--- src/rtl/lz77we_pkg.sv ---
// Shared constants, types and helpers for the LZ77 window match encoder.
`default_nettype none

package lz77we_pkg;

  localparam int WINDOW_SIZE = 255;
  localparam int MAX_MATCH   = 255;
  localparam int IDX_W       = 8;
  localparam int LEN_W       = 8;
  localparam int CNT_W       = 9;
  localparam int TREE_LVLS   = 8;
  localparam int TREE_LEAVES = 1 << TREE_LVLS;

  // One node of the reduction tree over the candidate row.
  typedef struct packed {
    logic [LEN_W-1:0] best_len;
    logic [IDX_W-1:0] best_idx;
    logic             thr_hit;
    logic [IDX_W-1:0] thr_idx;
    logic             any_alive;
    logic             any_fresh;
  } node_t;

  // Commands from the sequencer to every cell of the row.
  typedef struct packed {
    logic       upd;
    logic       start;
    logic       fresh;
    logic       shift;
    logic       clear;
    logic [7:0] data;
  } cell_ctl_t;

  typedef struct packed {
    logic             is_match;
    logic [LEN_W-1:0] match_length;
    logic [IDX_W-1:0] distance_code;
    logic [7:0]       tail_byte;
    logic             last_token;
  } token_t;

  // Length cap of the candidate at distance idx+1: min(MAX_MATCH, 2d).
  function automatic logic [CNT_W-1:0] cap_of(input logic [IDX_W-1:0] idx);
    logic [CNT_W-1:0] twice;
    twice = ({1'b0, idx} + CNT_W'(1)) << 1;
    return (twice > CNT_W'(MAX_MATCH)) ? CNT_W'(MAX_MATCH) : twice;
  endfunction

  // Left child holds the smaller distances, so it wins ties.
  function automatic node_t combine(input node_t a, input node_t b);
    node_t r;
    r = a;
    if (b.best_len > a.best_len) begin
      r.best_len = b.best_len;
      r.best_idx = b.best_idx;
    end
    if (!a.thr_hit) begin
      r.thr_hit = b.thr_hit;
      r.thr_idx = b.thr_idx;
    end
    r.any_alive = a.any_alive | b.any_alive;
    r.any_fresh = a.any_fresh | b.any_fresh;
    return r;
  endfunction

endpackage

`default_nettype wire

--- src/rtl/lz77we_ctrl.sv ---
// Sequencer: token bookkeeping, decision and result register.
`default_nettype none

module lz77we_ctrl
  import lz77we_pkg::*;
(
  input  wire logic             clk,
  input  wire logic             rst_n,
  input  wire logic             in_valid,
  output logic                  in_ready,
  input  wire logic [7:0]       in_data_byte,
  input  wire logic             in_end_of_block,
  input  wire node_t            root,
  output cell_ctl_t             ctl,
  output logic      [LEN_W-1:0] thr,
  output logic                  out_valid,
  input  wire logic             out_ready,
  output token_t                out_tok
);

  typedef enum logic [1:0] {S_IDLE, S_UPD, S_EVAL, S_EMIT} state_t;

  localparam logic [3:0] EVAL_DONE = 4'(TREE_LVLS);

  state_t           state_r;
  logic [3:0]       cnt_r;
  logic [CNT_W-1:0] n_r;
  logic [7:0]       first_r;
  logic [7:0]       byte_r;
  logic             eob_r;
  logic             start_r;
  logic [LEN_W-1:0] thr_r;
  token_t           tok_r [2];
  logic [1:0]       ntok_r;
  logic             tidx_r;

  logic             decide;
  logic             hold;
  token_t           t0_nxt;
  token_t           t1_nxt;
  logic [1:0]       ntok_nxt;
  logic [CNT_W-1:0] n_nxt;
  logic [7:0]       first_nxt;
  logic             fresh_nxt;

  function automatic token_t lit(input logic [7:0] b, input logic last);
    token_t t;
    t.is_match      = 1'b0;
    t.match_length  = '0;
    t.distance_code = '0;
    t.tail_byte     = b;
    t.last_token    = last;
    return t;
  endfunction

  function automatic token_t mat(input logic [LEN_W-1:0] len,
                                 input logic [IDX_W-1:0] dc,
                                 input logic [7:0] b, input logic last);
    token_t t;
    t.is_match      = 1'b1;
    t.match_length  = len;
    t.distance_code = dc;
    t.tail_byte     = b;
    t.last_token    = last;
    return t;
  endfunction

  assign decide = (state_r == S_EVAL) && (cnt_r == EVAL_DONE);

  always_comb begin
    hold      = root.any_alive || ({1'b0, root.best_len} >= n_r);
    t0_nxt    = lit(byte_r, eob_r);
    t1_nxt    = lit(byte_r, eob_r);
    ntok_nxt  = 2'd0;
    n_nxt     = '0;
    first_nxt = first_r;
    fresh_nxt = 1'b0;
    if (hold) begin
      n_nxt = n_r;
      if (eob_r) begin
        if (n_r >= CNT_W'(3)) begin
          t0_nxt   = mat(LEN_W'(n_r - CNT_W'(1)), root.thr_idx, byte_r, 1'b1);
          ntok_nxt = 2'd1;
        end else if (n_r == CNT_W'(2)) begin
          t0_nxt   = lit(first_r, 1'b0);
          t1_nxt   = lit(byte_r, 1'b1);
          ntok_nxt = 2'd2;
        end else begin
          t0_nxt   = lit(byte_r, 1'b1);
          ntok_nxt = 2'd1;
        end
      end
    end else if (root.best_len >= LEN_W'(2)) begin
      t0_nxt   = mat(root.best_len, root.best_idx, byte_r, eob_r);
      ntok_nxt = 2'd1;
    end else if (n_r == CNT_W'(1)) begin
      t0_nxt   = lit(byte_r, eob_r);
      ntok_nxt = 2'd1;
    end else begin
      // literal of the first byte; the second byte opens a new token or is a literal
      t0_nxt = lit(first_r, 1'b0);
      if (root.any_fresh && !eob_r) begin
        ntok_nxt  = 2'd1;
        n_nxt     = CNT_W'(1);
        first_nxt = byte_r;
        fresh_nxt = 1'b1;
      end else begin
        t1_nxt   = lit(byte_r, eob_r);
        ntok_nxt = 2'd2;
      end
    end
    if (eob_r) begin
      n_nxt     = '0;
      first_nxt = '0;
    end
  end

  always_comb begin
    ctl.upd   = (state_r == S_UPD);
    ctl.start = start_r;
    ctl.data  = byte_r;
    ctl.fresh = decide & fresh_nxt;
    ctl.shift = decide & ~eob_r;
    ctl.clear = decide & eob_r;
  end

  always_ff @(posedge clk) begin
    if (!rst_n) begin
      state_r <= S_IDLE;
      cnt_r   <= '0;
      n_r     <= '0;
      first_r <= '0;
      start_r <= 1'b0;
      ntok_r  <= '0;
      tidx_r  <= 1'b0;
    end else begin
      unique case (state_r)
        S_IDLE: begin
          if (in_valid) begin
            byte_r  <= in_data_byte;
            eob_r   <= in_end_of_block;
            start_r <= (n_r == '0);
            thr_r   <= n_r[LEN_W-1:0];
            n_r     <= n_r + CNT_W'(1);
            if (n_r == '0) begin
              first_r <= in_data_byte;
            end
            state_r <= S_UPD;
          end
        end
        S_UPD: begin
          cnt_r   <= '0;
          state_r <= S_EVAL;
        end
        S_EVAL: begin
          if (decide) begin
            tok_r[0] <= t0_nxt;
            tok_r[1] <= t1_nxt;
            ntok_r   <= ntok_nxt;
            tidx_r   <= 1'b0;
            n_r      <= n_nxt;
            first_r  <= first_nxt;
            state_r  <= (ntok_nxt == 2'd0) ? S_IDLE : S_EMIT;
          end else begin
            cnt_r <= cnt_r + 4'd1;
          end
        end
        S_EMIT: begin
          if (out_ready) begin
            if ({1'b0, tidx_r} + 2'd1 == ntok_r) begin
              state_r <= S_IDLE;
            end else begin
              tidx_r <= 1'b1;
            end
          end
        end
        default: state_r <= S_IDLE;
      endcase
    end
  end

  assign in_ready  = (state_r == S_IDLE);
  assign out_valid = (state_r == S_EMIT);
  assign out_tok   = tok_r[tidx_r];
  assign thr       = thr_r;

endmodule

`default_nettype wire

--- config.mk ---
export PLATFORM = sky130hd
export DESIGN_NAME = lz77we_ctrl
export DESIGN_NICKNAME = d
export VERILOG_FILES = /design/src/rtl/lz77we_pkg.sv /design/src/rtl/lz77we_ctrl.sv
export SDC_FILE = /design/constraint.sdc
export NUM_CORES = 1
export LEC_CHECK = 0
export ABC_AREA = 1
export BUFFER_PORTS_ARGS = -buffer_cell sky130_fd_sc_hd__buf_4
export CORE_MARGIN = 1.5
export CORE_UTILIZATION = 42
export DETAILED_ROUTE_END_ITERATION = 10
export SLEW_MARGIN = 20
export SYNTH_ARGS = -nofsm -noshare
export SYNTH_HDL_FRONTEND = slang
export SYNTH_SLANG_ARGS = --single-unit
--- constraint.sdc ---
create_clock -name clk -period 3.75 [get_ports clk]
set_clock_uncertainty 0.15 [all_clocks]
set_input_delay 0.75 -clock clk [delete_from_list [all_inputs] [get_ports clk]]
set_output_delay 0.75 -clock clk [all_outputs]
set_load 0.03 [all_outputs]
[Word-level counts from Yosys, hierarchy flattened]
Memories as Yosys holds them, arrays and structs flattened. A register that Yosys moved wholly into a read port is not among the register bits.
Cells that the tools add are included.
Storage, ports and cells
  flip-flop bits (word level): 44
  bits in latches: 0
  RAM bits: 52
  ROM bits: 0
  bits of input ports: 40
  output and inout bits: 49
  logic and storage cells: 112
  memories: 1
Operators by class
  add/subtract/negate cells: 4
  multipliers: 0
  div/mod/pow operators: 0
  order comparisons: 3
  equal/unequal tests: 18
  shifts and indexed selects: 0
  mux-type cells: 54
  bitwise gates (word level): 4
  reduce and logical (&&, ||, !) cells: 18
Memory list
  tok_r: words 2, width 26, read ports 1, clocked after memory_dff 1, wr ports 2, RTL line lz77we_ctrl.sv:33  | token_t tok_r [2];
Operator list (count)
  $mux W26: 4
  $mux W8: 8
  $mux W9: 6
  $mux W2: 12
  $mux W1: 18
  $pmux W9 S2: 1
  $pmux W8 S2: 1
  $reduce_and A4 Y1: 3
  $add A9 B1 Y9 const B: 1
  $eq A9 B1 Y1 const B: 1
  $eq A9 B2 Y1 const B: 1
  $ge A8 B9 Y1: 1
  $ge A9 B2 Y1 const B: 1
  $logic_not A9 Y1: 1
  $ne A3 B3 Y1 const B: 3
  $ge A8 B2 Y1 const B: 1
  $ne A2 B2 Y1 const B: 4
  $pmux W2 S4: 1
  $pmux W4 S2: 1
  $reduce_and A8 Y1: 1
  $sub A8 B1 Y8 const B: 1
  $ne A2 B1 Y1 const B: 3
  $reduce_and A2 Y1: 3
  $reduce_bool A2 Y1: 3
  16 further kinds: 21

[Logic depth before layout (Yosys ltp)]
  depth in word-level cells: 10
  depth in mapped cells: 14
  depth with buffers taken out: 13

[Least setup slack after synthesis]
No wires, ideal clock.
  path type: register to register
  start: register state_r[0]
  end: memory tok_r[0][0] in the netlist's numbering (enable)
  setup time: 0.427 ns
  data arrival time: 2.496 ns
  data required time: 3.173 ns
  setup slack: 0.677 ns
  stages on the path, launching flop included: 7
  buffers on the path: 1
  clock period less this slack: 3.073 ns
  cells stage by stage: dfxtp_1 -> inv_2 -> nand2_2 -> buf_2 -> nor2_2 -> inv_1 -> nor2_1
RTL lines
  start, declared: RTL line lz77we_ctrl.sv:25  | state_t state_r;
  start signal, assigned: RTL line lz77we_ctrl.sv:163  | state_r <= (ntok_nxt == 2'd0) ? S_IDLE : S_EMIT;
  end, declared: RTL line lz77we_ctrl.sv:33

==> flow_summary.toml <==
[outcome]
outcome = "finished, final reports clean"

[sta]
finalSetupViolCount = 0
slew_violations = 0
rsz0062_at_grt = "no"
worstMarginPinSlew_ns = 0.649
hold_ws_ns = 0.361
fin_tns_setup_ns = 0
final.setup.worst_slack_ns = 0.553
hold_viol = 0
slew_headroom_pct = 56.7
max_freq_mhz = 313
period_minus_slack_ns = 3.20
fin_crit_sh_pct = 85.3

[pwr]
total_power_mw = 2.50
p_leak_nw = 2.46
p_per_area_mw_per_mm2 = 461
ir_worst_vdd_mv = 0.220

[logic_synthesis]
synth_top_flop_cell = "edfxtp_1"
synthArstFlopShare_pct = 0
synth_area_leader_cell = "edfxtp_1"
syn_inst = 531
syn-cell-area_mm2 = 0.00443
synth.ff_latch_count = 80
synth_nets = 586
synth-edff-count = 52
synthTopCellsByArea = "edfxtp_1 35%, dfxtp_1 13%, nand2_1 8.3%, inv_1 7.4%, nor2_1 5.3%"
synthTopCellsByCount = "98 x nand2_1, 87 x inv_1, 63 x nor2_1"
postSynthAreaPerCell_um2 = 8.35
ys_warn_count = 0
yosysTopAreaCellShare_pct = 35.2
ys_types = 37
ys_seq_area_share_pct = 47.9
yosysMostFrequentCell = "nand2_1"

[setup_path]
cp-start-kind = "flip-flop"
cp-end-kind = "output port"
worstRegToRegCells = 11
critPathKind = "flip-flop to output port"
worst_path_max_delay_cell = "dfxtp_1"
r2r_start = "n_r[2]$_SDFFE_PN0P_"
required_ns = 2.85
reg2reg_setup_slack_ns = 1.12
crit_arrival_ns = 2.30
cp_max_fo = 10
cpLargestDelayFamily = "simple AND/OR/NAND/NOR gates"
rr_endpoint = "tok_r[0][15]$_DFFE_PP_"
slowest_delay_ns = 0.59
worstPathCellList = "inv_1, ha_1, nand2_1, nand2_1, nand2_1, nand3_1, nand2_1, nand2_2, nor3_1, buf_4"
path_buf_inv = 2
crit_top_cell = "nand2_1"

[floorplanning]
boundaryPins = 89
die_x_um = 106
core-area_mm2 = 0.0103
die_h_um = 106
dieArea_mm2 = 0.0112
rows = 37
start_util_pct = 43.1

[clock_tree]
cts.htree.levels = 3
insertion_delay_ns = 0.36
cts_buffers = 9
cts_root_buf = "clkbuf_8"
hold_buffers = 0
cts_buffer_depth = 2
cts_sinks = 80
cts.clk_slew.worst_paths_ns = 0.09
cts_resized = 0
cts_tree = "built"
cts_setup_buffers = 0

[hold_path]
hold_path_class = "flip-flop to flip-flop"
hold_depth = 2
hold_path_startpoint = "cnt_r[1]$_SDFFE_PN0P_"
whs_endpoint = "cnt_r[1]$_SDFFE_PN0P_"

[flow_run]
maxCapViolations = 0

[layout]
n_antenna_cell = 0
drive_above_1_share_pct = 22.2
final_cell_area_mm2 = 0.00542
layout.nets = 673
area_growth_pct = 22.2

[route]
wirelength_um = 10700
antenna_left = 0
drtIter0Drc = 304
via_per_inst = 4.99
vias = 3785
drt_first_pass_iters = 6
wl_per_cell_um = 14.2
drc = 0

[grt]
grt_max_degree = 36
grt_pass1_wl_um = 17100
grt_pass1_vias = 3473
gr-total-overflow = 0
grt_use_total_pct = 19.5
antenna_found_initial = 0

[placed_design]
portBuffers = 87
dp_hpwl_um = 7630
place_area_mm2 = 0.00521
pre_cts_slack_ns = 0.748
place.gp.congestion = 0.863
-- registers in the layout, indices dropped and copies added, names as in the netlist, named ones only --
register and flops:
n_r 9, byte_r 8, tidx_r 1, thr 8, eob_r 1, cnt_r 4, ntok_r 2, first_r 8
state_r 2, start_r 1, tok_r 35
-- power breakdown --
group	total (mW)	internal (mW)	switching, mW	leakage, nW
Sequential	1.08	1.02	0.0658	0.707
Combinational	0.738	0.261	0.477	1.64
Clock	0.677	0.323	0.354	0.104
-- area by class of cell --
type / instances / area [um^2]
Timing Repair Buffer: 92 / 691
Multi-Input combinational cell: 345 / 1890
Fill cell: 982 / 4860
Clock inverter: 7 / 86.3
Clock buffer: 9 / 124
Tap cell: 136 / 170
Inverter: 90 / 338
Sequential cell: 80 / 2120
-- worst min-delay path, stage by stage, from the launching register on --
cell and delay, ns:
dfxtp_1 0.35, nand2_1 0.07, a21oi_1 0.05
-- per-stage QoR --
stage               utilization [%]  std cells
floorplan                         -        531
global placement               50.7        743
detailed placement             50.7        743
CTS                            52.7        759
global route                   52.7        759
finish                         52.7        759
-- routing by layer --
layer / track usage [%] / part of all wire [%] / vias to the layer above
met2: 29.4 / 44 / 145
li1: - / - / 1912
met5: 0 / 0 / -
met1: 27.9 / 47 / 1712
met3: 3.15 / 7.0 / 16
met4: 7.82 / 1.8 / 0
-- layout by cell type, fill, tap and decap left out, types with 3 or more instances in the layout --
cell      instances
nand2_1          98
buf_4            92
inv_1            87
nor2_1           62
edfxtp_1         52
o21ai_0          42
nand3_1          33
dfxtp_1          28
a21oi_1          21
ha_1             15
xor2_1           10
nand4_1          10
mux2_2            9
clkbuf_8          9
a22oi_1           8
nand2_2           6
nor3_1            6
o22ai_1           4
inv_2             3
nor2_2            3
nand2_4           3
-- kinds of logic after synthesis --
family / after synthesis / synth area share [%]
AND/OR/NAND/NOR: 229 / 23.8
XOR/XNOR: 12 / 2.37
adder cells (fa/ha/maj): 15 / 4.23
buffers and inverters: 106 / 9.59
multiplexers: 9 / 2.29
AO/OA/AOI/OAI: 80 / 9.85
flip-flops: 80 / 47.9
-- worst max path at each step --
stage	endpoint	startpoint	cells after the start	slack, ns
4_1_cts	ctl[10]	n_r[2]$_SDFFE_PN0P_	10	0.53
3_3_place_gp	ctl[10]	root[23]	10	0.74
6_report	ctl[10]	n_r[2]$_SDFFE_PN0P_	10	0.55
3_5_place_dp	ctl[10]	root[23]	10	0.75
5_1_grt	ctl[10]	n_r[2]$_SDFFE_PN0P_	10	0.42
2_1_floorplan	tok_r[0][0]$_DFFE_PP_	state_r[0]$_SDFFE_PN0P_	6	0.68
No activity file was read; power rests on OpenSTA's default activity.
