File: config.mk
export PLATFORM = sky130hd
export DESIGN_NAME = lz77we_cell
export DESIGN_NICKNAME = d
export VERILOG_FILES = /design/src/rtl/lz77we_pkg.sv /design/src/rtl/lz77we_cell.sv
export SDC_FILE = /design/constraint.sdc
export NUM_CORES = 1
export LEC_CHECK = 0
export ABC_CLOCK_PERIOD_IN_PS = 2000
export BUFFER_PORTS_ARGS = -buffer_cell sky130_fd_sc_hd__buf_4
export CORE_MARGIN = 10
export CORE_UTILIZATION = 42
export CTS_CLUSTER_SIZE = 28
export DETAILED_ROUTE_END_ITERATION = 10
export HOLD_SLACK_MARGIN = 0.05
export PLACE_DENSITY = 0.87
export SLEW_MARGIN = 20
export SYNTH_ARGS = -nofsm -noshare
export SYNTH_HDL_FRONTEND = slang
export SYNTH_SLANG_ARGS = --single-unit
File: constraint.sdc
create_clock -name clk -period 2 [get_ports clk]
set_clock_uncertainty 0.05 [all_clocks]
set_input_delay 0 -clock clk [delete_from_list [all_inputs] [get_ports clk]]
set_output_delay 0 -clock clk [all_outputs]
set_load 0.03 [all_outputs]
File: src/rtl/lz77we_pkg.sv
// Shared constants, types and helpers for the LZ77 window match encoder.
`default_nettype none

package lz77we_pkg;

  localparam int WINDOW_SIZE = 255;
  localparam int MAX_MATCH   = 255;
  localparam int IDX_W       = 8;
  localparam int LEN_W       = 8;
  localparam int CNT_W       = 9;
  localparam int TREE_LVLS   = 8;
  localparam int TREE_LEAVES = 1 << TREE_LVLS;

  // One node of the reduction tree over the candidate row.
  typedef struct packed {
    logic [LEN_W-1:0] best_len;
    logic [IDX_W-1:0] best_idx;
    logic             thr_hit;
    logic [IDX_W-1:0] thr_idx;
    logic             any_alive;
    logic             any_fresh;
  } node_t;

  // Commands from the sequencer to every cell of the row.
  typedef struct packed {
    logic       upd;
    logic       start;
    logic       fresh;
    logic       shift;
    logic       clear;
    logic [7:0] data;
  } cell_ctl_t;

  typedef struct packed {
    logic             is_match;
    logic [LEN_W-1:0] match_length;
    logic [IDX_W-1:0] distance_code;
    logic [7:0]       tail_byte;
    logic             last_token;
  } token_t;

  // Length cap of the candidate at distance idx+1: min(MAX_MATCH, 2d).
  function automatic logic [CNT_W-1:0] cap_of(input logic [IDX_W-1:0] idx);
    logic [CNT_W-1:0] twice;
    twice = ({1'b0, idx} + CNT_W'(1)) << 1;
    return (twice > CNT_W'(MAX_MATCH)) ? CNT_W'(MAX_MATCH) : twice;
  endfunction

  // Left child holds the smaller distances, so it wins ties.
  function automatic node_t combine(input node_t a, input node_t b);
    node_t r;
    r = a;
    if (b.best_len > a.best_len) begin
      r.best_len = b.best_len;
      r.best_idx = b.best_idx;
    end
    if (!a.thr_hit) begin
      r.thr_hit = b.thr_hit;
      r.thr_idx = b.thr_idx;
    end
    r.any_alive = a.any_alive | b.any_alive;
    r.any_fresh = a.any_fresh | b.any_fresh;
    return r;
  endfunction

endpackage

`default_nettype wire

File: src/rtl/lz77we_cell.sv
// One distance cell: a history byte and the match candidate at that distance.
`default_nettype none

module lz77we_cell
  import lz77we_pkg::*;
(
  input  wire logic             clk,
  input  wire logic             rst_n,
  input  wire cell_ctl_t        ctl,
  input  wire logic [IDX_W-1:0] cell_idx,
  input  wire logic [LEN_W-1:0] thr,
  input  wire logic [7:0]       prev_hist,
  input  wire logic             prev_filled,
  output logic      [7:0]       hist,
  output logic                  filled,
  output node_t                 leaf
);

  logic [7:0]       hist_r;
  logic             filled_r;
  logic             alive_r;
  logic             fresh_r;
  logic [LEN_W-1:0] len_r;

  logic             alive_base;
  logic [LEN_W-1:0] len_base;
  logic [LEN_W-1:0] len_inc;
  logic             hit;
  logic [CNT_W-1:0] cap;

  always_comb begin
    alive_base = ctl.start ? filled_r : alive_r;
    len_base   = ctl.start ? '0 : len_r;
    len_inc    = len_base + LEN_W'(1);
    hit        = (hist_r == ctl.data);
    cap        = cap_of(cell_idx);
  end

  always_ff @(posedge clk) begin
    if (!rst_n) begin
      filled_r <= 1'b0;
      alive_r  <= 1'b0;
      fresh_r  <= 1'b0;
      len_r    <= '0;
    end else if (ctl.clear) begin
      filled_r <= 1'b0;
      alive_r  <= 1'b0;
      fresh_r  <= 1'b0;
      len_r    <= '0;
    end else begin
      if (ctl.upd) begin
        fresh_r <= filled_r & hit;
        if (alive_base && hit) begin
          len_r   <= len_inc;
          alive_r <= ({1'b0, len_inc} < cap);
        end else begin
          len_r   <= len_base;
          alive_r <= 1'b0;
        end
      end
      // restart the token at the byte that followed a short literal
      if (ctl.fresh) begin
        alive_r <= fresh_r;
        len_r   <= {{(LEN_W-1){1'b0}}, fresh_r};
      end
      if (ctl.shift) begin
        filled_r <= prev_filled;
      end
    end
  end

  always_ff @(posedge clk) begin
    if (ctl.shift) begin
      hist_r <= prev_hist;
    end
  end

  assign hist   = hist_r;
  assign filled = filled_r;

  always_comb begin
    leaf.best_len  = len_r;
    leaf.best_idx  = cell_idx;
    leaf.thr_hit   = (len_r >= thr);
    leaf.thr_idx   = cell_idx;
    leaf.any_alive = alive_r;
    leaf.any_fresh = fresh_r;
  end

endmodule

`default_nettype wire

Word level (Yosys, flattened, before mapping)

Cells that the tools add are included.

Eq/ne operators: 1
Reductions and logical operators: 4
Mux-type cells: 9
Bitwise logic cells: 2
Add/sub/neg operators: 2
Magnitude comparators: 3

Operator list:

| kind                | number |
|---|---|
| $add 8x1->8 const B | 2 |
| $mux 8              | 2 |
| $gt 9x8->1 const B  | 1 |
| $lt 8x9->1          | 1 |
| $mux 9              | 1 |
| $eq 8x8->1          | 1 |
| $ge 8x8->1          | 1 |
| $mux 1              | 6 |
| $reduce_or 3->1     | 1 |
| $reduce_bool 2->1   | 1 |
| $reduce_or 2->1     | 1 |
| $and 1x1->1         | 1 |
| $logic_and 1x1->1   | 1 |
| $not 1->1           | 1 |

Register bits: 19
Word-level logic and storage cells: 27
Bits of input ports: 40
Output and inout bits: 36

Logic depth before layout (Yosys ltp)

Gate-level depths: netlist (run 1).

Depth after elaboration: 7
Depth in mapped cells: 11
Gate-level depth less buffers: 10

Worst setup path before layout (run 1)

No wires, ideal clock.

Path kind: register to register
Start point: reg len_r[0]
End point: reg alive_r
Clock period less this slack: 2264 ps
Data arrival time: 2140 ps
Buffers on the path: 0
Slack: -264 ps
Data required time: 1875 ps
Cell stages (with the launch flop): 11
Library setup time: 75 ps
Path through: dfxtp_1 -> nor2b_4 -> ha_1 -> nand4_1 -> xor2_1 -> nor2_1 -> ha_1 -> a21o_1 -> a21oi_1 -> nand3_1 -> o22ai_1

Longest elaborated chain between the ends: 6

Ends and longest elaborated chain:

| what                   | line              | RTL |
|---|---|---|
| start, declared        | lz77we_cell.sv:23 | `logic [LEN_W-1:0] len_r;` |
| start signal, assigned | lz77we_cell.sv:54 | `len_r <= len_inc;` |
| start signal, assigned | lz77we_cell.sv:57 | `len_r <= len_base;` |
| start signal, assigned | lz77we_cell.sv:64 | `len_r <= {{(LEN_W-1){1'b0}}, fresh_r};` |
| $mux 8                 | lz77we_cell.sv:33 | `len_base = ctl.start ? '0 : len_r;` |
| $add 8x1->8            | lz77we_cell.sv:34 | `len_inc = len_base + LEN_W'(1);` |
| $lt 8x9->1             | lz77we_cell.sv:55 | `alive_r <= ({1'b0, len_inc} < cap);` |
| $mux 1                 | lz77we_cell.sv:53 | `if (alive_base && hit) begin` |
| $mux 1                 | lz77we_cell.sv:51 | `if (ctl.upd) begin` |
| $mux 1                 | lz77we_cell.sv:62 | `if (ctl.fresh) begin` |
| end signal, assigned   | lz77we_cell.sv:55 |  |
| end signal, assigned   | lz77we_cell.sv:63 | `alive_r <= fresh_r;` |
| end, declared          | lz77we_cell.sv:21 | `logic alive_r;` |

Every way passes these cells. The select of a mux whose other input is x is not followed.
A chain may end at the register's enable or synchronous reset.

Worst setup path after layout (run 1)

Start point: reg len_r[1]
End point: reg alive_r

The elaborated chain is that of the path after synthesis.

==> results of run 1 <==
## worst min path at each step
stage	to	slack, ns	startpoint
floorplan	hist[0]$_DFFE_PP_	0.05	prev_hist[0]
global placement	hist[2]$_DFFE_PP_	0.13	prev_hist[2]
detailed placement	hist[7]$_DFFE_PP_	0.13	prev_hist[7]
CTS	fresh_r$_SDFFE_PP0P_	0.07	ctl[8]
global route	fresh_r$_SDFFE_PP0P_	0.09	ctl[8]
finish	fresh_r$_SDFFE_PP0P_	0.07	ctl[8]
## state kept, by name (all words and copies together), names as in the netlist
| name | cells |
|---|---|
| alive_r | 1 |
| filled | 1 |
| fresh_r | 1 |
| hist | 8 |
| len_r | 8 |
## power by group through the flow
stage	combinational, W	clock, W	sequential (W)
2_1_floorplan	0.000140	0	0.000464
3_3_place_gp	0.000279	0	0.000435
3_5_place_dp	0.000285	0	0.000436
4_1_cts	0.000321	0.000297	0.000427
5_1_grt	0.000345	0.000310	0.000429
6_report	0.000321	0.000294	0.000427
## kinds of logic after synthesis
family | share of synthesized area
xor gates and xnor gates | 0.109
DFF | 0.287
and+or+nand+nor | 0.212
adders and majority gates | 0.133
AOI/OAI and AO/OA | 0.120
buffers and inverters | 0.120
muxes | 0.0195
## repair_timing
action / 4_1_cts / 5_1_grt
setup buffers: 5 / 0
hold endpoints to repair: 20 / 0
hold buffers: 15 / 0
setup endpoints to repair: 2 / 2
gates resized for setup: 10 / 0
pin swaps: 12 / 3
## metal layers
layer  global-route usage  share of wire  vias to the layer above
met3               0.0437          0.076                       14
met5                    0              0                        -
met4               0.0663          0.027                        0
li1                     -              -                      781
met1                0.157           0.39                      749
met2                0.249           0.51                       55
## through the flow
stage | std cells | worst slack [ns] | TNS [ns]
final | 310 | -0.0452 | -0.0452
after detailed placement | 286 | -0.00914 | -0.00914
after floorplan | 176 | -0.00205 | -0.00205
after CTS | 310 | -0.0735 | -0.0816
after global placement | 286 | 0.0282 | 0
after global routing | 310 | -0.197 | -0.303
## cell type report
| cell class | instances | area, µm² | area share |
|---|---|---|---|
| sequential | 19 | 470 | 0.193 |
| clock buffer | 3 | 41.3 | 0.0169 |
| tap | 48 | 60.1 | 0.0246 |
| multi-input combinational | 125 | 1000 | 0.410 |
| timing repair buffer | 102 | 811 | 0.332 |
| inverter | 12 | 47.5 | 0.0195 |
| clock inverter | 1 | 7.51 | 0.00308 |
## tightest hold or removal path, delay by kind of cell
kind / cells / cell delay (ns)
simple gates: 1 / 0.20
buf+inv: 1 / 0.07
compound gates: 1 / 0.06
## layout by cell type (no fill, tap or decap), drive strengths merged, types with 2 or more instances in the layout
cell type	Yosys	routed
nand2b	4	4
dfxtp	11	11
nor2b	2	2
edfxtp	8	8
nor3	2	2
a32oi	5	5
and4	2	2
xor2	4	4
nand4	8	8
xnor2	15	15
clkbuf	0	3
o21ai	2	2
nand3	8	8
a21oi	8	8
inv	12	12
nor2	23	23
mux2i	2	2
buf	20	87
dlygate4sd3	0	15
ha	17	17
nand2	6	6
a21o	4	4
==> impl_metrics.csv, run 1 <==
group,metric,value,unit
status,status,"complete, but fails checks",
status,violations,"setup timing",
clocking,htreeDepth,1,
pwr,vdd_drop_max,0.443,mV
worst_hold_path,hp-class,"input port to flop",
sta,period_minus_slack,2.05,ns
detailed_routing,vias,1599,
sta,finalCritPeriodShare,1.02,
sta,final_max_slew_viol_count,0,
floorplan,io_pins,76,
detailed_routing,drc,0,
sta,hold_slack,0.0654,ns
global_routing,grt_max_degree,13,
yosys,syn_nets,233,
sta,rsz0062_at_grt,"true",
worst_setup_path,worst_path_max_delay_cell,"dfxtp_4",
floorplan,fp.dieH,81.8,µm
worst_setup_path,path_buf_inv,1,
pwr,p_sw,0.000326,W
worst_setup_path,critical_path.max_stage_delay,0.37,ns
placed_design,dpl.hpwl,3610,µm
worst_setup_path,cp.arrival,2.19,ns
sta,setup_ws,-0.0452,ns
worst_setup_path,crit_required,2.14,ns
worst_setup_path,r2r_slack,-0.05,ns
yosys,synth-seq-cells,19,
floorplan,initial_utilization,0.437,
placed_design,placed_area,0.00215,mm²
global_routing,grt_pass1_wl,7720,µm
worst_hold_path,hold_depth,3,
detailed_routing,firstDrtPassIters,4,
yosys,yosysSeqAreaShare,0.288,
global_routing,track_usage,0.144,
worst_setup_path,crit_start,"len_r[1]$_SDFFE_PP0P_",
floorplan,dieArea,0.00668,mm²
worst_setup_path,worstPathMaxFanout,5,
final_layout,layout-drive-gt1-share,0.435,
yosys,synth_top_area_frac,0.150,
pwr,p_int,0.000716,W
detailed_routing,ant_nets,0,
worst_setup_path,reg2reg_depth,10,
sta,fmax,489,MHz
global_routing,grt-ovfl-total,0,
global_routing,grt_pass1_vias,1661,
worst_setup_path,crit_type,"flop to flop",
pwr,switching_share,0.313,
worst_setup_path,critical_path.cell_chain,"and2b_1 > ha_4 > nand2_1 > xor2_1 > nor2_1 > ha_1 > buf_4 > a21oi_2 > a21oi_2 > o22ai_1",
yosys,yosysMostFrequentCell,"nor2_1",
clocking,clk_latency,0.27,ns
final_layout,final_util,0.666,
clocking,clockBufferDepth,2,
final_layout,finalInstanceArea,0.00244,mm²
yosys,synth_top_cell_by_area,"edfxtp_1",
worst_setup_path,r2r_start,"len_r[1]$_SDFFE_PP0P_",
yosys,syn_inst,176,
final_layout,synthToLayoutAreaGrowth,52.3,%
worst_setup_path,worstSetupEndpointType,"flop",
final_layout,antennaDiodeCount,0,
yosys,syn_area_per_cell,9.10,µm²
worst_setup_path,critPathLaunchType,"flop",
floorplan,fp.dieW,81.8,µm
yosys,yosys_warnings,0,
yosys,ys.flop_type,"dfxtp_1",
placed_design,gp_congestion,0.879,
pwr,power_density,427,mW/mm²
floorplan,fp-row-count,22,
yosys,yosys-top-cells-count,"nor2_1 (23), buf_4 (19), ha_1 (17)",
pwr,p_leak,1.15,nW
worst_setup_path,crit_cells,10,
pwr,clkPwrFrac,0.282,
final_layout,nets,320,
yosys,synthesis.area,0.00160,mm²
floorplan,design.core.area,0.00366,mm²
clocking,cts-root-buf,"clkbuf_8",
yosys,synth_edf_count,8,
worst_setup_path,r2r-end,"alive_r$_SDFFE_PP0P_",
sta,relSlewSlack,0.762,
clocking,cts_tree,"done",
yosys,synth-async-reset-ratio,0,
pwr,power.share.combinational,0.308,
worst_setup_path,crit_family,"adder cells",
pwr,pwr-share-seq,0.410,
detailed_routing,vias_per_cell,5.16,
yosys,yosysUniqueCellTypes,40,
clocking,cts_buffers,3,
sta,setup_viol_count_final,1,
worst_setup_path,worstSetupEndpoint,"alive_r$_SDFFE_PP0P_",
detailed_routing,drt_iter0_drc,144,
placed_design,io_buffer_count,75,
worst_setup_path,path_common_cell,"a21oi_2",
run,max_cap_violations,0,
yosys,yosys-top-cells-area,"edfxtp_1 (15%), dfxtp_1 (14%), ha_1 (13%)",
final_layout,fillers,293,
pwr,finalPower,0.00104,W
detailed_routing,routed_wl,4820,µm
global_routing,antenna_found_initial,0,
clocking,clk_pin_slew,0.08,ns
sta,max_slew.worst_pin.slew,0.347,ns
detailed_routing,drt-wirelength-per-cell,15.5,µm
clocking,clock-sinks,19,
sta,hold_viol,0,
No activity file was read; power rests on OpenSTA's default activity.
==> run 2, diff against run 1 <==
--- a/config.mk
+++ b/config.mk
@@ -12,7 +12,7 @@
 export CTS_CLUSTER_SIZE = 28
 export DETAILED_ROUTE_END_ITERATION = 10
 export HOLD_SLACK_MARGIN = 0.05
-export PLACE_DENSITY = 0.87
+export PLACE_DENSITY = 0.82
 export SLEW_MARGIN = 20
 export SYNTH_ARGS = -nofsm -noshare
 export SYNTH_HDL_FRONTEND = slang
==> run 2 against run 1 <==
Net effect: the flow still finishes with violations (setup timing); via count fell by 4.5%; count of clock-buffer cells in the layout did not move; sequential power barely moved; first-iteration DRC count fell by 2.1%; die area did not move; fmax rose by 0.61%; non-clock buffer count fell by 4; final cell count fell by 1.3%; global-route usage fell by 0.85 points; clock power fell by 6%; largest power group unchanged; highest routed layer unchanged.
==> impl_metrics.csv, run 2 (same netlist as run 1, synthesis figures left out) <==
group,metric,value,unit
clocking,clock-sinks,19,
worst_setup_path,cp.arrival,2.17,ns
worst_setup_path,critical_path.max_stage_delay,0.36,ns
clocking,cts_buffers,3,
worst_setup_path,r2r_start,"len_r[0]$_SDFFE_PP0P_",
clocking,htreeDepth,1,
sta,fmax,492,MHz
floorplan,fp-row-count,22,
final_layout,final_cells,306,
sta,rsz0062_at_grt,"true",
placed_design,gp_congestion,0.819,
global_routing,track_usage,0.135,
worst_setup_path,crit_type,"flop to flop",
final_layout,synthToLayoutAreaGrowth,49.8,%
pwr,power_density,423,mW/mm²
sta,hold_viol,0,
floorplan,initial_utilization,0.437,
global_routing,grt_max_degree,13,
detailed_routing,ant_nets,0,
placed_design,dpl_worst_slack,0.0154,ns
floorplan,fp.dieH,81.8,µm
detailed_routing,drt-wirelength-per-cell,15.2,µm
floorplan,fp.dieW,81.8,µm
clocking,cts_tree,"done",
sta,period_minus_slack,2.03,ns
final_layout,antennaDiodeCount,0,
status,status,"complete, but fails checks",
sta,fin_tns_setup,-0.0329,ns
sta,max_slew.worst_pin.slew,0.386,ns
final_layout,final_cell_mix,"buf_4 (84), nor2_1 (23), ha_1 (15)",
detailed_routing,vias,1527,
sta,relSlewSlack,0.735,
sta,finalCritPeriodShare,1.02,
worst_setup_path,worstSetupEndpointType,"flop",
final_layout,nets,316,
global_routing,antenna_found_initial,0,
placed_design,dpl.hpwl,3650,µm
final_layout,layout-drive-gt1-share,0.438,
global_routing,grt_pass1_vias,1516,
global_routing,grt_pass1_wl,7250,µm
final_layout,final_util,0.655,
clocking,cts-root-buf,"clkbuf_8",
worst_setup_path,critical_path.cell_chain,"nor2b_4 > ha_4 > nand4_1 > xor2_1 > nor2_1 > ha_1 > a21o_1 > a21oi_2 > nand3_1 > o22ai_1",
worst_hold_path,hp-class,"input port to flop",
run,max_cap_violations,0,
sta,setup_ws,-0.0329,ns
worst_setup_path,worst_path_max_delay_cell,"dfxtp_4",
worst_setup_path,r2r-end,"alive_r$_SDFFE_PP0P_",
pwr,vdd_drop_max,0.367,mV
clocking,clockBufferDepth,2,
detailed_routing,drc,0,
detailed_routing,vias_per_cell,4.99,
floorplan,io_pins,76,
worst_hold_path,hold_depth,3,
global_routing,grt-ovfl-total,0,
floorplan,design.core.area,0.00366,mm²
worst_setup_path,r2r_slack,-0.03,ns
clocking,clk_pin_slew,0.08,ns
placed_design,io_buffer_count,75,
worst_hold_path,min_to,"len_r[0]$_SDFFE_PP0P_",
worst_setup_path,critPathLaunchType,"flop",
detailed_routing,drt_iter0_drc,141,
floorplan,dieArea,0.00668,mm²
detailed_routing,firstDrtPassIters,4,
worst_setup_path,worstPathMaxFanout,5,
pwr,finalPower,0.00102,W
worst_setup_path,crit_required,2.13,ns
final_layout,final_common_cell,"buf_4",
worst_setup_path,reg2reg_depth,10,
worst_hold_path,min-delay-start,"rst_n",
placed_design,place_inst,287,
sta,setup_viol_count_final,1,
clocking,clk_latency,0.26,ns
detailed_routing,routed_wl,4640,µm
sta,final_max_slew_viol_count,0,
pwr,p_leak,1.13,nW
status,violations,"setup timing",
==> run 2: cell types whose count changed in the layout (fill, tap and decap cells not counted), sizes merged <==
cell,previous run,this run
dlygate4sd3,15,12
buf,87,86
==> run 2: cell type report <==
cell class | instances | area (µm²)
clock inverters | 1 | 7.51
well taps | 48 | 60.1
repair buffers | 98 | 773
fillers | 301 | 1260
clock buffers | 3 | 41.3
flip-flops and latches | 19 | 470
multi-input cells | 125 | 998
inverters | 12 | 47.5
==> run 2: per-stage QoR <==
step / hold slack, ns / cell area (µm²)
final: 0.0961 / 2400
after global routing: 0.111 / 2400
after CTS: 0.0835 / 2390
after detailed placement: 0.131 / 2160
after global placement: 0.128 / 2160
after floorplan: 0.0489 / 1620
==> run 2: metal layers <==
| layer | routed length, µm | up-vias | track usage |
|---|---|---|---|
| met4 | 51 | 0 | 0.0357 |
| met5 | 0 | - | 0 |
| met1 | 1870 | 692 | 0.158 |
| met2 | 2340 | 58 | 0.240 |
| met3 | 378 | 6 | 0.0328 |
| li1 | - | 771 | - |
==> run 2: timing repair <==
| action | in CTS | in global routing |
|---|---|---|
| resized for setup | 8 | 2 |
| hold buffers | 12 | 0 |
| hold endpoints to repair | 19 | 0 |
| buffers inserted | 2 | 1 |
| cloned | 0 | 0 |
| pin swaps | 6 | 8 |
| endpoints found under the setup margin | 2 | 2 |
==> run 2: power breakdown <==
| part | internal (W) | switching, W |
|---|---|---|
| combinational | 0.000152 | 0.000160 |
| clock | 0.000140 | 0.000136 |
| sequential | 0.000417 | 0.0000104 |
==> run 2: how the worst max path moves through the flow <==
stage	end	cells past startpoint	slack, ns	from
2_1_floorplan	alive_r$_SDFFE_PP0P_	10	-0.002	len_r[0]$_SDFFE_PP0P_
3_3_place_gp	alive_r$_SDFFE_PP0P_	11	0.04	cell_idx[3]
3_5_place_dp	alive_r$_SDFFE_PP0P_	10	0.02	len_r[0]$_SDFFE_PP0P_
4_1_cts	leaf[10]	10	-0.05	len_r[0]$_SDFFE_PP0P_
5_1_grt	alive_r$_SDFFE_PP0P_	10	-0.15	len_r[0]$_SDFFE_PP0P_
6_report	alive_r$_SDFFE_PP0P_	10	-0.03	len_r[0]$_SDFFE_PP0P_
==> run 2: critical path, delay by kind of cell (launching register included) <==
family,cells,cell delay (ns)
compound gates,3,0.42
xor+xnor,1,0.16
simple gates,4,0.52
flops,1,0.36
fa+ha+maj,2,0.44
==> run 3, diff against run 2 <==
==> constraint.sdc (replaced) <==
create_clock -name clk -period 2 [get_ports clk]
set_clock_uncertainty 0.05 [all_clocks]
set_input_delay 0 -clock clk [delete_from_list [all_inputs] [get_ports clk]]
set_output_delay 0 -clock clk [all_outputs]
set_load 0.05 [all_outputs]
==> run 3 against run 2 <==
Net effect: the flow still finishes with violations (setup timing); fmax fell by 1.0%; sequential share of layout area fell by 0.20 points; die area unchanged; core utilization is 0.85 points higher; first-iteration DRC count up 24%; non-clock buffer count unchanged; clock power is 2% lower; critical path type unchanged; largest cell class unchanged; highest routed layer unchanged.
==> impl_metrics.csv, run 3 (same netlist as run 1, synthesis figures left out) <==
group,metric,value,unit
clocking,htreeDepth,1,
global_routing,grtUsageMet3,0.0360,
floorplan,fp-row-count,22,
worst_setup_path,cp.arrival,2.14,ns
placed_design,gp_congestion,0.809,
global_routing,grt_busiest_layer,"met2",
placed_design,io_buffer_count,75,
pwr,vdd_drop_max,0.507,mV
floorplan,fp.dieH,81.8,µm
detailed_routing,firstDrtPassIters,4,
worst_setup_path,critical_path.cell_chain,"and2b_2 > ha_4 > nand2_1 > xor2_1 > nor2_2 > ha_4 > nand4_1 > a21o_1 > a21oi_2 > o22ai_2",
global_routing,grt_use_met2,0.246,
global_routing,grt_pass1_vias,1589,
sta,finalCritPeriodShare,1.03,
sta,relSlewSlack,0.756,
final_layout,fillers,317,
floorplan,fp.dieW,81.8,µm
detailed_routing,drt-wirelength-per-cell,15.0,µm
global_routing,met1_usage,0.142,
final_layout,final_common_cell,"buf_4",
floorplan,design.core.area,0.00366,mm²
worst_setup_path,crit_required,2.08,ns
global_routing,track_usage,0.136,
status,status,"complete, but fails checks",
floorplan,initial_utilization,0.437,
final_layout,synthToLayoutAreaGrowth,51.7,%
worst_setup_path,path_buf_inv,0,
detailed_routing,vias_per_cell,5.03,
worst_setup_path,critical_path.max_stage_delay,0.34,ns
final_layout,regArea,472,µm²
worst_setup_path,worst_path_max_delay_cell,"dfxtp_4",
worst_setup_path,crit_family,"simple AND/OR/NAND/NOR gates",
pwr,power_density,438,mW/mm²
sta,setup_viol_count_final,1,
pwr,p_leak,1.13,nW
worst_hold_path,hp-class,"input port to flop",
clocking,cts_tree,"done",
sta,max_slew.worst_pin.slew,0.355,ns
status,violations,"setup timing",
detailed_routing,ant_nets,0,
detailed_routing,drc,0,
sta,final_max_slew_viol_count,0,
worst_setup_path,worstPathMaxFanout,5,
final_layout,nets,316,
floorplan,io_pins,76,
clocking,cts-root-buf,"clkbuf_8",
sta,rsz0062_at_grt,"true",
worst_setup_path,path_common_cell,"ha_4",
global_routing,grt-ovfl-total,0,
final_layout,multi_input_area,0.00103,mm²
sta,fin_tns_setup,-0.0544,ns
sta,hold_viol,0,
global_routing,antenna_found_initial,0,
clocking,clk_latency,0.26,ns
final_layout,antennaDiodeCount,0,
detailed_routing,drt_iter0_drc,175,
run,max_cap_violations,0,
worst_setup_path,critPathLaunchType,"flop",
worst_setup_path,worstSetupEndpointType,"flop",
global_routing,grt_pass1_wl,7250,µm
final_layout,layout-drive-gt1-share,0.457,
detailed_routing,vias,1539,
sta,hold_slack,0.108,ns
clocking,clockBufferDepth,2,
final_layout,final_cell_mix,"buf_4 (83), nor2_1 (22), ha_1 (14)",
detailed_routing,routed_wl,4600,µm
clocking,clock-sinks,19,
sta,fmax,487,MHz
placed_design,dpl.hpwl,3650,µm
global_routing,grt_max_degree,12,
worst_setup_path,crit_type,"flop to flop",
floorplan,dieArea,0.00668,mm²
clocking,cts_buffers,3,
sta,setup_ws,-0.0544,ns
sta,period_minus_slack,2.05,ns
clocking,clk_pin_slew,0.08,ns
run 3: layout make-up:
class | count | share of cell area
clock buffers | 3 | 0.0170
clock inverters | 1 | 0.00206
inverters | 12 | 0.0196
multi-input cells | 125 | 0.423
flip-flops and latches | 19 | 0.194
well taps | 48 | 0.0247
repair buffers | 98 | 0.319
run 3: worst register-to-register path: stages (launching register included):
cell and delay [ns]:
dfxtp_4 0.34, and2b_2 0.21, ha_4 0.18, nand2_1 0.07, xor2_1 0.19, nor2_2 0.09, ha_4 0.28, nand4_1 0.12
a21o_1 0.19, a21oi_2 0.12, o22ai_2 0.08
run 3: worst paths after layout:
path,start,end,slack (ns),depth (start not counted)
worst max-delay path,len_r[1]$_SDFFE_PP0P_,alive_r$_SDFFE_PP0P_,-0.05,10
worst min-delay path,rst_n,len_r[0]$_SDFFE_PP0P_,0.11,3
worst max register to register,len_r[1]$_SDFFE_PP0P_,alive_r$_SDFFE_PP0P_,-0.05,10
worst min register to register,fresh_r$_SDFFE_PP0P_,fresh_r$_SDFFE_PP0P_,0.46,2
run 3: metal layers:
metal	wire length, µm	vias to the layer above
met4	116	0
met1	1800	704
li1	-	770
met2	2340	57
met3	356	8
met5	0	-
run 3: repair_timing:
item	CTS	global route
setup endpoints to repair	2	2
pin swaps	6	5
setup buffers	2	1
gates resized for setup	7	8
hold buffers	13	0
endpoints found under the hold margin	19	0
run 3: where the power goes:
group | switching [W] | internal (W) | leakage [nW] | total [W]
clock | 0.000131 | 0.000139 | 0.0255 | 0.000270
combinational | 0.000211 | 0.000157 | 0.938 | 0.000368
sequential | 0.0000100 | 0.000417 | 0.170 | 0.000427
total | 0.000352 | 0.000713 | 1.13 | 0.00106
run 3: metrics by stage:
stage	util	instance area [µm²]	power, W	instances	setup slack, ns
after CTS	0.649	2380	0.00106	305	-0.0229
after global routing	0.664	2430	0.00111	306	-0.163
after detailed placement	0.589	2150	0.000768	286	-0.0326
after global placement	0.589	2150	0.000763	286	0.0187
after floorplan	-	1630	0.000651	176	-0.0731
final	0.664	2430	0.00106	306	-0.0544
